$ cat src/rtl/ucp_pkg.sv
package ucp_pkg;

    localparam int MAX_CHUNKS_DEF = 64;
    localparam int FRAME_BITS_DEF = 16;
    localparam int CFG_W          = 12;
    localparam int IDX_W          = 2;

    localparam logic [CFG_W-1:0] CHUNK_SIZE_RST    = 12'd150;
    localparam logic [CFG_W-1:0] TOTAL_CONTEXT_RST = 12'd0;
    localparam logic             PAD_INPUT_RST     = 1'b1;

    typedef enum logic [IDX_W-1:0] {
        REG_CHUNK_SIZE    = 2'd0,
        REG_TOTAL_CONTEXT = 2'd1,
        REG_PAD_INPUT     = 2'd2
    } cfg_index_t;

    typedef enum logic [1:0] {
        ST_CHUNK    = 2'd0,
        ST_SHORT    = 2'd1,
        ST_TOO_MANY = 2'd2,
        ST_CONTEXT  = 2'd3
    } status_t;

    typedef struct packed {
        logic    load;
        logic    div_start;
        logic    div_sel;
        logic    prep;
        logic    mul_a;
        logic    mul_b;
        logic    decide;
        logic    setup;
        logic    emit;
        logic    single;
        status_t code;
    } ctrl_cmd_t;

    typedef struct packed {
        logic short_len;
        logic short_ok;
        logic ctx_bad;
        logic div_done;
        logic too_many;
        logic last_item;
    } ctrl_stat_t;

endpackage

$ cat src/rtl/utterance_chunk_planner.sv
// channel  | handshake          | word
// ---------+--------------------+----------------------------------
// config   | wr_en              | wr_index, wr_data
// input    | start && !busy     | frame_count
// result   | strobe             | start_frame, last, status
//
// Short, context or overflow cases: one result word.
// Chunked utterance: the shared radix-2 divider is run twice per utterance.
// Chunk words come out on consecutive cycles, one per clock.
// rst_n clears control and loads the register defaults; no clearing pass.
// The receiver cannot stall: each word is shown for exactly one cycle.
module utterance_chunk_planner #(
    parameter int MAX_CHUNKS = ucp_pkg::MAX_CHUNKS_DEF,
    parameter int FRAME_BITS = ucp_pkg::FRAME_BITS_DEF
) (
    input  logic                       clk,
    input  logic                       rst_n,
    input  logic                       wr_en,
    input  logic [ucp_pkg::IDX_W-1:0]  wr_index,
    input  logic [ucp_pkg::CFG_W-1:0]  wr_data,
    input  logic                       start,
    output logic                       busy,
    input  logic [FRAME_BITS-1:0]      frame_count,
    output logic                       strobe,
    output logic [FRAME_BITS-1:0]      start_frame,
    output logic                       last,
    output logic [1:0]                 status
);

    ucp_pkg::ctrl_cmd_t  cmd;
    ucp_pkg::ctrl_stat_t stat;

    ucp_ctrl u_ctrl (
        .clk   (clk),
        .rst_n (rst_n),
        .start (start),
        .stat  (stat),
        .cmd   (cmd),
        .busy  (busy)
    );

    ucp_dp #(
        .MAX_CHUNKS (MAX_CHUNKS),
        .FRAME_BITS (FRAME_BITS)
    ) u_dp (
        .clk         (clk),
        .rst_n       (rst_n),
        .wr_en       (wr_en),
        .wr_index    (wr_index),
        .wr_data     (wr_data),
        .frame_count (frame_count),
        .cmd         (cmd),
        .stat        (stat),
        .strobe      (strobe),
        .start_frame (start_frame),
        .last        (last),
        .status      (status)
    );

endmodule

$ cat src/rtl/ucp_div.sv
module ucp_div #(
    parameter int W = ucp_pkg::FRAME_BITS_DEF
) (
    input  logic         clk,
    input  logic         rst_n,
    input  logic         start,
    input  logic [W-1:0] dividend,
    input  logic [W-1:0] divisor,
    output logic [W-1:0] quotient,
    output logic [W-1:0] remainder,
    output logic         done
);

    localparam int CNTW = $clog2(W + 1);

    logic [W-1:0]    quo_reg, rem_reg, dvs_reg;
    logic [CNTW-1:0] cnt_reg;
    logic            run_reg, done_reg;

    logic [W:0]   trial, diff;
    logic         fits;
    logic [W-1:0] rem_next, quo_next;

    // restoring division, one quotient bit per cycle, MSB first
    always_comb
    begin
        trial    = {rem_reg, quo_reg[W-1]};
        diff     = trial - {1'b0, dvs_reg};
        fits     = trial >= {1'b0, dvs_reg};
        rem_next = fits ? diff[W-1:0] : trial[W-1:0];
        quo_next = {quo_reg[W-2:0], fits};
    end

    always_ff @(posedge clk or negedge rst_n)
    begin
        if (!rst_n)
        begin
            run_reg  <= 1'b0;
            done_reg <= 1'b0;
            cnt_reg  <= '0;
        end
        else
        begin
            done_reg <= 1'b0;
            if (start)
            begin
                run_reg <= 1'b1;
                cnt_reg <= CNTW'(W);
            end
            else if (run_reg)
            begin
                cnt_reg <= cnt_reg - CNTW'(1);
                if (cnt_reg == CNTW'(1))
                begin
                    run_reg  <= 1'b0;
                    done_reg <= 1'b1;
                end
            end
        end
    end

    always_ff @(posedge clk)
    begin
        if (start)
        begin
            quo_reg <= dividend;
            rem_reg <= '0;
            dvs_reg <= divisor;
        end
        else if (run_reg)
        begin
            quo_reg <= quo_next;
            rem_reg <= rem_next;
        end
    end

    assign quotient  = quo_reg;
    assign remainder = rem_reg;
    assign done      = done_reg;

endmodule

$ cat src/rtl/ucp_ctrl.sv
module ucp_ctrl (
    input  logic                   clk,
    input  logic                   rst_n,
    input  logic                   start,
    input  ucp_pkg::ctrl_stat_t    stat,
    output ucp_pkg::ctrl_cmd_t     cmd,
    output logic                   busy
);

    typedef enum logic [8:0] {
        S_IDLE   = 9'b000000001,
        S_CHECK  = 9'b000000010,
        S_DIV1   = 9'b000000100,
        S_PREP   = 9'b000001000,
        S_MUL_A  = 9'b000010000,
        S_MUL_B  = 9'b000100000,
        S_DECIDE = 9'b001000000,
        S_DIV2   = 9'b010000000,
        S_EMIT   = 9'b100000000
    } state_t;

    state_t state_reg, state_next;

    always_ff @(posedge clk or negedge rst_n)
    begin
        if (!rst_n)
            state_reg <= S_IDLE;
        else
            state_reg <= state_next;
    end

    always_comb
    begin
        state_next = state_reg;
        cmd        = '0;
        cmd.code   = ucp_pkg::ST_CHUNK;
        unique case (state_reg)
            S_IDLE:
            begin
                if (start)
                begin
                    cmd.load   = 1'b1;
                    state_next = S_CHECK;
                end
            end
            S_CHECK:
            begin
                priority if (stat.short_len)
                begin
                    cmd.single = 1'b1;
                    cmd.code   = stat.short_ok ? ucp_pkg::ST_CHUNK : ucp_pkg::ST_SHORT;
                    state_next = S_IDLE;
                end
                else if (stat.ctx_bad)
                begin
                    cmd.single = 1'b1;
                    cmd.code   = ucp_pkg::ST_CONTEXT;
                    state_next = S_IDLE;
                end
                else
                begin
                    cmd.div_start = 1'b1;
                    state_next    = S_DIV1;
                end
            end
            S_DIV1:
            begin
                if (stat.div_done)
                    state_next = S_PREP;
            end
            S_PREP:
            begin
                cmd.prep   = 1'b1;
                state_next = S_MUL_A;
            end
            S_MUL_A:
            begin
                cmd.mul_a  = 1'b1;
                state_next = S_MUL_B;
            end
            S_MUL_B:
            begin
                cmd.mul_b  = 1'b1;
                state_next = S_DECIDE;
            end
            S_DECIDE:
            begin
                if (stat.too_many)
                begin
                    cmd.single = 1'b1;
                    cmd.code   = ucp_pkg::ST_TOO_MANY;
                    state_next = S_IDLE;
                end
                else
                begin
                    cmd.decide    = 1'b1;
                    cmd.div_start = 1'b1;
                    cmd.div_sel   = 1'b1;
                    state_next    = S_DIV2;
                end
            end
            S_DIV2:
            begin
                if (stat.div_done)
                begin
                    cmd.setup  = 1'b1;
                    state_next = S_EMIT;
                end
            end
            S_EMIT:
            begin
                cmd.emit = 1'b1;
                if (stat.last_item)
                    state_next = S_IDLE;
            end
            default:
            begin
                state_next = S_IDLE;
            end
        endcase
    end

    assign busy = (state_reg != S_IDLE);

endmodule

$ cat src/rtl/ucp_dp.sv
module ucp_dp #(
    parameter int MAX_CHUNKS = ucp_pkg::MAX_CHUNKS_DEF,
    parameter int FRAME_BITS = ucp_pkg::FRAME_BITS_DEF
) (
    input  logic                       clk,
    input  logic                       rst_n,
    input  logic                       wr_en,
    input  logic [ucp_pkg::IDX_W-1:0]  wr_index,
    input  logic [ucp_pkg::CFG_W-1:0]  wr_data,
    input  logic [FRAME_BITS-1:0]      frame_count,
    input  ucp_pkg::ctrl_cmd_t         cmd,
    output ucp_pkg::ctrl_stat_t        stat,
    output logic                       strobe,
    output logic [FRAME_BITS-1:0]      start_frame,
    output logic                       last,
    output logic [1:0]                 status
);

    localparam int FB = FRAME_BITS;
    localparam int VW = (FRAME_BITS > ucp_pkg::CFG_W) ? FRAME_BITS : ucp_pkg::CFG_W;
    localparam int MW = FRAME_BITS + 2;
    localparam int PW = 2 * MW;
    localparam int CW = $clog2(MAX_CHUNKS + 2);

    logic [ucp_pkg::CFG_W-1:0] chunk_size_reg, total_context_reg;
    logic                      pad_input_reg;

    logic [FB-1:0]   nf_reg, mnf_reg, mcs_reg, n1_reg, rem_reg, nn_reg, f1_reg;
    logic [FB-1:0]   q2_reg, pos_reg;
    logic [FB:0]     f2_reg;
    logic [FB+1:0]   x_reg;
    logic [PW-1:0]   p_reg, sq_reg;
    logic            gaps_reg;
    logic [CW-1:0]   b_reg, cnt_reg, thr_reg, idx_reg;

    logic                 strobe_reg, last_reg;
    logic [FB-1:0]        sf_reg;
    ucp_pkg::status_t     status_reg;

    logic [VW-1:0]   nf_w, cs_w, tc_w;
    logic [FB-1:0]   mnf_c, mcs_c;
    logic [FB-1:0]   div_a, div_b, quo, rem_out;
    logic            div_done;
    logic [FB-1:0]   f1_c, nn_c, n1_inc, piece_c, pos_next;
    logic [FB:0]     f2_c;
    logic [FB+1:0]   x_c;
    logic [MW-1:0]   mul_a_op, mul_b_op;
    logic [PW-1:0]   prod;
    logic            gaps_c, too_many_c, last_c;
    logic [CW-1:0]   idx_next, k_c;

    // configuration registers
    always_ff @(posedge clk or negedge rst_n)
    begin
        if (!rst_n)
        begin
            chunk_size_reg    <= ucp_pkg::CHUNK_SIZE_RST;
            total_context_reg <= ucp_pkg::TOTAL_CONTEXT_RST;
            pad_input_reg     <= ucp_pkg::PAD_INPUT_RST;
        end
        else if (wr_en)
        begin
            unique case (wr_index)
                ucp_pkg::REG_CHUNK_SIZE:    chunk_size_reg    <= wr_data;
                ucp_pkg::REG_TOTAL_CONTEXT: total_context_reg <= wr_data;
                ucp_pkg::REG_PAD_INPUT:     pad_input_reg     <= wr_data[0];
                default: ;
            endcase
        end
    end

    always_comb
    begin
        nf_w  = VW'(nf_reg);
        cs_w  = VW'(chunk_size_reg);
        tc_w  = VW'(total_context_reg);
        // only used on the long path, where both fit the frame width
        mnf_c = FB'(nf_w - tc_w);
        mcs_c = FB'(cs_w - tc_w);

        f1_c  = mnf_reg - rem_out;
        nn_c  = mcs_reg - rem_out;
        f2_c  = {1'b0, f1_c} + {1'b0, mcs_reg};
        // mm + 4*nn = mnf + 3*nn
        x_c   = {2'b00, mnf_reg} + {2'b00, nn_c} + {1'b0, nn_c, 1'b0};

        mul_a_op = cmd.mul_a ? MW'(f2_reg) : MW'(f1_reg);
        mul_b_op = cmd.mul_a ? MW'(f2_reg) : x_reg;
        prod     = PW'(mul_a_op) * PW'(mul_b_op);

        // gaps when f2^2 <= f1 * (mm + 4nn)
        gaps_c     = sq_reg <= p_reg;
        n1_inc     = n1_reg + FB'(1);
        too_many_c = gaps_c ? (n1_reg > FB'(MAX_CHUNKS)) : (n1_reg >= FB'(MAX_CHUNKS));

        div_a = cmd.div_sel ? (gaps_c ? rem_reg : nn_reg) : mnf_c;
        div_b = cmd.div_sel ? (gaps_c ? n1_inc : n1_reg) : mcs_c;

        // piece k of an even split is q + 1 once k reaches b - r
        idx_next = idx_reg + CW'(1);
        k_c      = gaps_reg ? idx_next : idx_reg;
        piece_c  = q2_reg + FB'(k_c >= thr_reg);
        pos_next = gaps_reg ? (pos_reg + mcs_reg + piece_c) : (pos_reg + mcs_reg - piece_c);
        last_c   = (idx_next == cnt_reg);

        stat.short_len = nf_w <= cs_w;
        stat.short_ok  = (nf_w == cs_w) || pad_input_reg;
        stat.ctx_bad   = total_context_reg >= chunk_size_reg;
        stat.div_done  = div_done;
        stat.too_many  = too_many_c;
        stat.last_item = last_c;
    end

    ucp_div #(
        .W (FB)
    ) u_div (
        .clk       (clk),
        .rst_n     (rst_n),
        .start     (cmd.div_start),
        .dividend  (div_a),
        .divisor   (div_b),
        .quotient  (quo),
        .remainder (rem_out),
        .done      (div_done)
    );

    always_ff @(posedge clk)
    begin
        if (cmd.load)
            nf_reg <= frame_count;
        if (cmd.div_start && !cmd.div_sel)
        begin
            mnf_reg <= mnf_c;
            mcs_reg <= mcs_c;
        end
        if (cmd.prep)
        begin
            n1_reg  <= quo;
            rem_reg <= rem_out;
            nn_reg  <= nn_c;
            f1_reg  <= f1_c;
            f2_reg  <= f2_c;
            x_reg   <= x_c;
        end
        if (cmd.mul_a)
            p_reg <= prod;
        if (cmd.mul_b)
        begin
            sq_reg <= p_reg;
            p_reg  <= prod;
        end
        if (cmd.decide)
        begin
            gaps_reg <= gaps_c;
            b_reg    <= CW'(gaps_c ? n1_inc : n1_reg);
            cnt_reg  <= CW'(gaps_c ? n1_reg : n1_inc);
        end
        if (cmd.setup)
        begin
            q2_reg  <= quo;
            thr_reg <= b_reg - CW'(rem_out);
            pos_reg <= gaps_reg ? quo : '0;
            idx_reg <= '0;
        end
        if (cmd.emit)
        begin
            pos_reg <= pos_next;
            idx_reg <= idx_next;
        end
    end

    // result word register
    always_ff @(posedge clk or negedge rst_n)
    begin
        if (!rst_n)
            strobe_reg <= 1'b0;
        else
            strobe_reg <= cmd.single || cmd.emit;
    end

    always_ff @(posedge clk)
    begin
        if (cmd.single)
        begin
            sf_reg     <= '0;
            last_reg   <= 1'b1;
            status_reg <= cmd.code;
        end
        else if (cmd.emit)
        begin
            sf_reg     <= pos_reg;
            last_reg   <= last_c;
            status_reg <= ucp_pkg::ST_CHUNK;
        end
    end

    assign strobe      = strobe_reg;
    assign start_frame = sf_reg;
    assign last        = last_reg;
    assign status      = status_reg;

endmodule

$ cat config.mk
export PLATFORM = sky130hd
export DESIGN_NAME = utterance_chunk_planner
export DESIGN_NICKNAME = d
export VERILOG_FILES = /design/src/rtl/ucp_pkg.sv /design/src/rtl/utterance_chunk_planner.sv /design/src/rtl/ucp_div.sv /design/src/rtl/ucp_ctrl.sv /design/src/rtl/ucp_dp.sv
export SDC_FILE = /design/constraint.sdc
export NUM_CORES = 2
export LEC_CHECK = 0
export ABC_AREA = 1
export BUFFER_PORTS_ARGS = -buffer_cell sky130_fd_sc_hd__buf_2
export CORE_UTILIZATION = 59
export DETAILED_ROUTE_END_ITERATION = 10
export GPL_TIMING_DRIVEN = 1
export PLACE_DENSITY = 0.81
export SYNTH_ARGS = -nofsm -noshare
export SYNTH_HDL_FRONTEND = slang
export SYNTH_SLANG_ARGS = --single-unit
$ cat constraint.sdc
create_clock -name clk -period 6.1 [get_ports clk]
set_clock_uncertainty 0.2 [all_clocks]
set_input_delay 0.915 -clock clk [delete_from_list [all_inputs] [get_ports clk]]
set_output_delay 0.915 -clock clk [all_outputs]
set_load 0.02 [all_outputs]
==> results.md <==
- The placed instances occupy a cell area of 0.0367 mm².
- The maximum number of pins on one net before global-route repair is between 50 and 60.
- The worst setup path is launched from a flip-flop.
- The number of nets at the end of the flow is approximately 4,800.
- Measured against its own limit, the worst slew margin works out to between 20% and 30%.
- The required arrival time at the worst endpoint is ~6.2 ns.
- The non-filler instance count after layout is between 4,000 and 5,000.
- The standard cell core area is 0.0555 mm².
- For this run, the total global-route usage over all layers was measured as about 32%.
- The count of yosys warnings during synthesis is 0.
- The share of synthesized area in the top cell type comes to between 20 and 30%.
- The run finished, with violations left.
- The filler cell count in the final layout is about 3,900.
- The number of DRC violations after detailed-routing iteration 0 is ~2,400.
- The total of max-cap violations is 0.
- The floorplan step set the die width to around 240 µm.
- The most numerous cell type found on the critical path is sky130_fd_sc_hd__fa_1.
- The leakage dissipation is roughly 19 nW.
- The register bit count reported by yosys is a little under 400.
- Routability-driven placement finished with a final weighted congestion of around 1.0.
- The floorplan has 86 rows.
- After synthesis the cells add up to around 0.033 mm².
- The top fanout value on the critical path is 12.
- The final reports fail on setup timing.
- The gate count after technology mapping is approximately 3,800.
- The number of sinks driven by the clock tree is 386.
- The count of endpoints failing hold in the final timing report is 0.
- The clock transition time at the flip-flop clock pins of the worst setup and hold paths is roughly 0.060 ns.
- The worst setup path is captured at a flip-flop.
- Cells fill 71.1% of the core in the end.
- Global routing finished with a remaining overflow of 0.
- Port buffering added 54 buffers.
- By area the synthesized netlist is led by sky130_fd_sc_hd__edfxtp_1 28%, sky130_fd_sc_hd__fa_1 15%, sky130_fd_sc_hd__ha_1 12%, sky130_fd_sc_hd__nand2_1 8.4%, sky130_fd_sc_hd__inv_1 8.0%.
- The number of nets still failing antenna checks after routing is 0.
- The average vias per placed instance is 5.60.
- The portion of the clock cycle consumed by the worst path in the final layout is 109%.
- Summing the sequential cell areas from Yosys gives 33.1% of the chip area.
- For this design, the CTS-stage hold fixing added 0 buffers.
- The instance count after placement with tap cells included is about 4,800.
- The clock root buffer master is sky130_fd_sc_hd__clkbuf_16.
- The number of library cell types mapped by synthesis is 59.
- The power density relative to cell area is ~600 mW/mm².
- The share of flip-flops with an asynchronous set or reset after synthesis is 10.9%.
- Across the VDD grid, the largest voltage drop is 0.625 mV.
- Summing internal, switching and leakage power gives between 20 and 25 mW.
- The final count of pins violating max slew was 0.
- TritonCTS built the clock tree.
- The synthesized design contains between 300 and 400 enable-type register cells.
- The detail-routed net length per standard cell is ~19 µm.
- Setup repair after global routing could not meet its margin everywhere.
- The first-pass detailed-route iteration total is 6.
- The top flip-flop cell by instance count after synthesis is sky130_fd_sc_hd__edfxtp_1.
- The startpoint identified for the worst register-to-register timing path is u_ctrl.state_reg[6].
- The initial utilization of the core area, before any placement, comes to between 60% and 70%.
- The critical path startpoint is u_ctrl.state_reg[6].
- The transition time at the pin with the least slew margin is 1.11 ns.
- The arrival time reported for the critical path endpoint is around 6.8 ns.
- The synthesized design spends more area on one cell type than any other, namely sky130_fd_sc_hd__edfxtp_1.
- The biggest cell delay along the critical path is 0.54 ns.
- The least setup slack across all paths after layout is -0.575 ns.
- The global-route wire length before repair is roughly 140,000 µm.
- The H-tree was split into 2 levels.
- The via count of the first global-routing pass came to about 28,000.
- The cell with the largest stage delay on the worst path is sky130_fd_sc_hd__fa_1.
- The number of setup violations in the final report is 25.
- The CTS buffer count is 43.
- After routing the design area is slightly below 0.04 mm².
- The clock period minus final worst setup slack is around 6.7 ns.
- The fraction of layout cells with a size suffix above 1 is 17.6%.
- The vertical die dimension is 240 µm.
- The synthesized area divided by synthesized cell count is 8.78 µm².
- The HPWL after detailed placement is between 70,000 and 80,000 µm.
- For this run, the top clock speed supported by timing is roughly 0.15 GHz.
- The top-level I/O count is 55.
- The number of buffers on the longest clock path is 3.
- The startpoint-to-endpoint class of the critical path is flip-flop to flip-flop.
- After detailed routing, the total wire length is just over 90,000 µm.
- Detailed routing inserted a total of 27,636 vias.
- Hold timing on the final database bottoms out at a slack of approximately 0.22 ns.
- The floorplan step defined a die boundary enclosing between 0.05 and 0.06 mm².
- The initial antenna violation count is 2.
- The kind of path behind the tightest hold check is primary input to async pin.
- The area growth from synthesis to final layout is 18.1%.
- The total DRC errors in the routed layout is 0.
- The clock network latency to the later pin of the worst-skew pair is around 0.6 ns.
-- logic make-up (layout without fill, tap and decap cells) --
family | after synthesis | in the layout | synth area share (%)
buffers and inverters | 787 | 1165 | 9.19
and+or+nand+nor | 1324 | 1324 | 16.3
xor gates and xnor gates | 194 | 194 | 5.08
other | 1 | 4 | 0.0112
AOI/OAI and AO/OA | 533 | 534 | 8.90
DFF | 386 | 386 | 33.1
adders and majority gates | 581 | 581 | 27.4
-- final timing paths --
path	endpoint	slack (ns)	depth (start not counted)
min reg2reg	u_dp.sq_reg[16]	0.25	0
min in group clk	u_dp.sq_reg[16]	0.25	0
max reg2reg	u_dp.p_reg[24]	-0.57	30
max in group asynchronous	u_ctrl.state_reg[7]	5.02	2
min	u_dp.total_context_reg[11]	0.22	2
max	u_dp.p_reg[24]	-0.57	30
-- cell type report --
cell class	count	area, µm²	share of cell area (%)
Sequential cell	386	11100	28.0
Timing Repair Buffer	364	2920	7.38
Clock inverter	23	270	0.684
Clock buffer	55	1130	2.86
Inverter	723	2740	6.95
Tap cell	748	936	2.37
Antenna cell	2	5.00	0.0127
Multi-Input combinational cell	2635	20400	51.7
-- layout by cell type (no fill, tap or decap), types with 34 or more instances in the layout --
| cell | n |
|---|---|
| sky130_fd_sc_hd__nor2_1 | 281 |
| sky130_fd_sc_hd__buf_4 | 265 |
| sky130_fd_sc_hd__nand2_2 | 48 |
| sky130_fd_sc_hd__clkbuf_16 | 43 |
| sky130_fd_sc_hd__nor2_2 | 34 |
| sky130_fd_sc_hd__a21oi_1 | 215 |
| sky130_fd_sc_hd__fa_1 | 232 |
| sky130_fd_sc_hd__nand3_1 | 138 |
| sky130_fd_sc_hd__ha_1 | 306 |
| sky130_fd_sc_hd__o21ai_0 | 138 |
| sky130_fd_sc_hd__xor2_1 | 123 |
| sky130_fd_sc_hd__inv_2 | 52 |
| sky130_fd_sc_hd__buf_2 | 54 |
| sky130_fd_sc_hd__edfxtp_1 | 311 |
| sky130_fd_sc_hd__inv_1 | 660 |
| sky130_fd_sc_hd__nand2_1 | 710 |
| sky130_fd_sc_hd__xnor2_1 | 67 |
| sky130_fd_sc_hd__dfrtp_1 | 36 |
-- cells in the mapped netlist, drive strengths merged (6+ instances only) --
library cell,n
a21boi,15
nand2,766
dfxtp,33
fa,251
nand3b,7
a31oi,12
a22o,6
nor4,9
xor2,126
edfxtp,311
nor2,339
ha,330
dfstp,6
o31ai,14
o21bai,7
inv,719
buf,47
a21oi,248
a21o,16
nand3,143
o21a,10
nor3,30
nand4,24
xnor2,68
clkbuf,17
dfrtp,36
o21ai,190
-- through the flow --
| step | setup WS, ns | TNS, ns |
|---|---|---|
| after CTS | -0.396 | -6.64 |
| after floorplan | -0.130 | -0.574 |
| after global placement | -0.659 | -11.75 |
| after detailed placement | -0.796 | -14.09 |
| final | -0.575 | -10.59 |
| after global routing | -0.794 | -15.83 |
-- power breakdown --
group	switching [mW]	internal [mW]
registers	0.315	3.95
logic	9.62	7.34
clock network	1.12	1.50
total	11.1	12.8
-- repair_timing --
| item | CTS | global route |
|---|---|---|
| setup buffers | 36 | 10 |
| resized for setup | 176 | 105 |
| pin swaps | 36 | 23 |
| gates cloned | 4 | 0 |
| endpoints found under the setup margin | 25 | 33 |
-- metal layers --
metal / vias to the layer above / share of wire, % / wire (µm) / GRT usage [%]
met4: 0 / 4.3 / 4010 / 13.0
met1: 13163 / 39 / 36100 / 40.4
met2: 1260 / 48 / 44400 / 54.9
met3: 260 / 8.6 / 7970 / 5.84
met5: - / 0 / 0 / 0
li1: 12953 / - / - / -
-- critical path, delay by kind of cell (launching register included) --
kind                     cells  cell delay (ns)
buffers and inverters       11             1.04
flip-flops                   1             0.38
adder cells (fa/ha/maj)      7             3.32
AND/OR/NAND/NOR              7             0.87
XOR/XNOR                     1             0.10
AO/OA/AOI/OAI                4             0.48
Note: power is estimated with default switching activity, not from simulation.
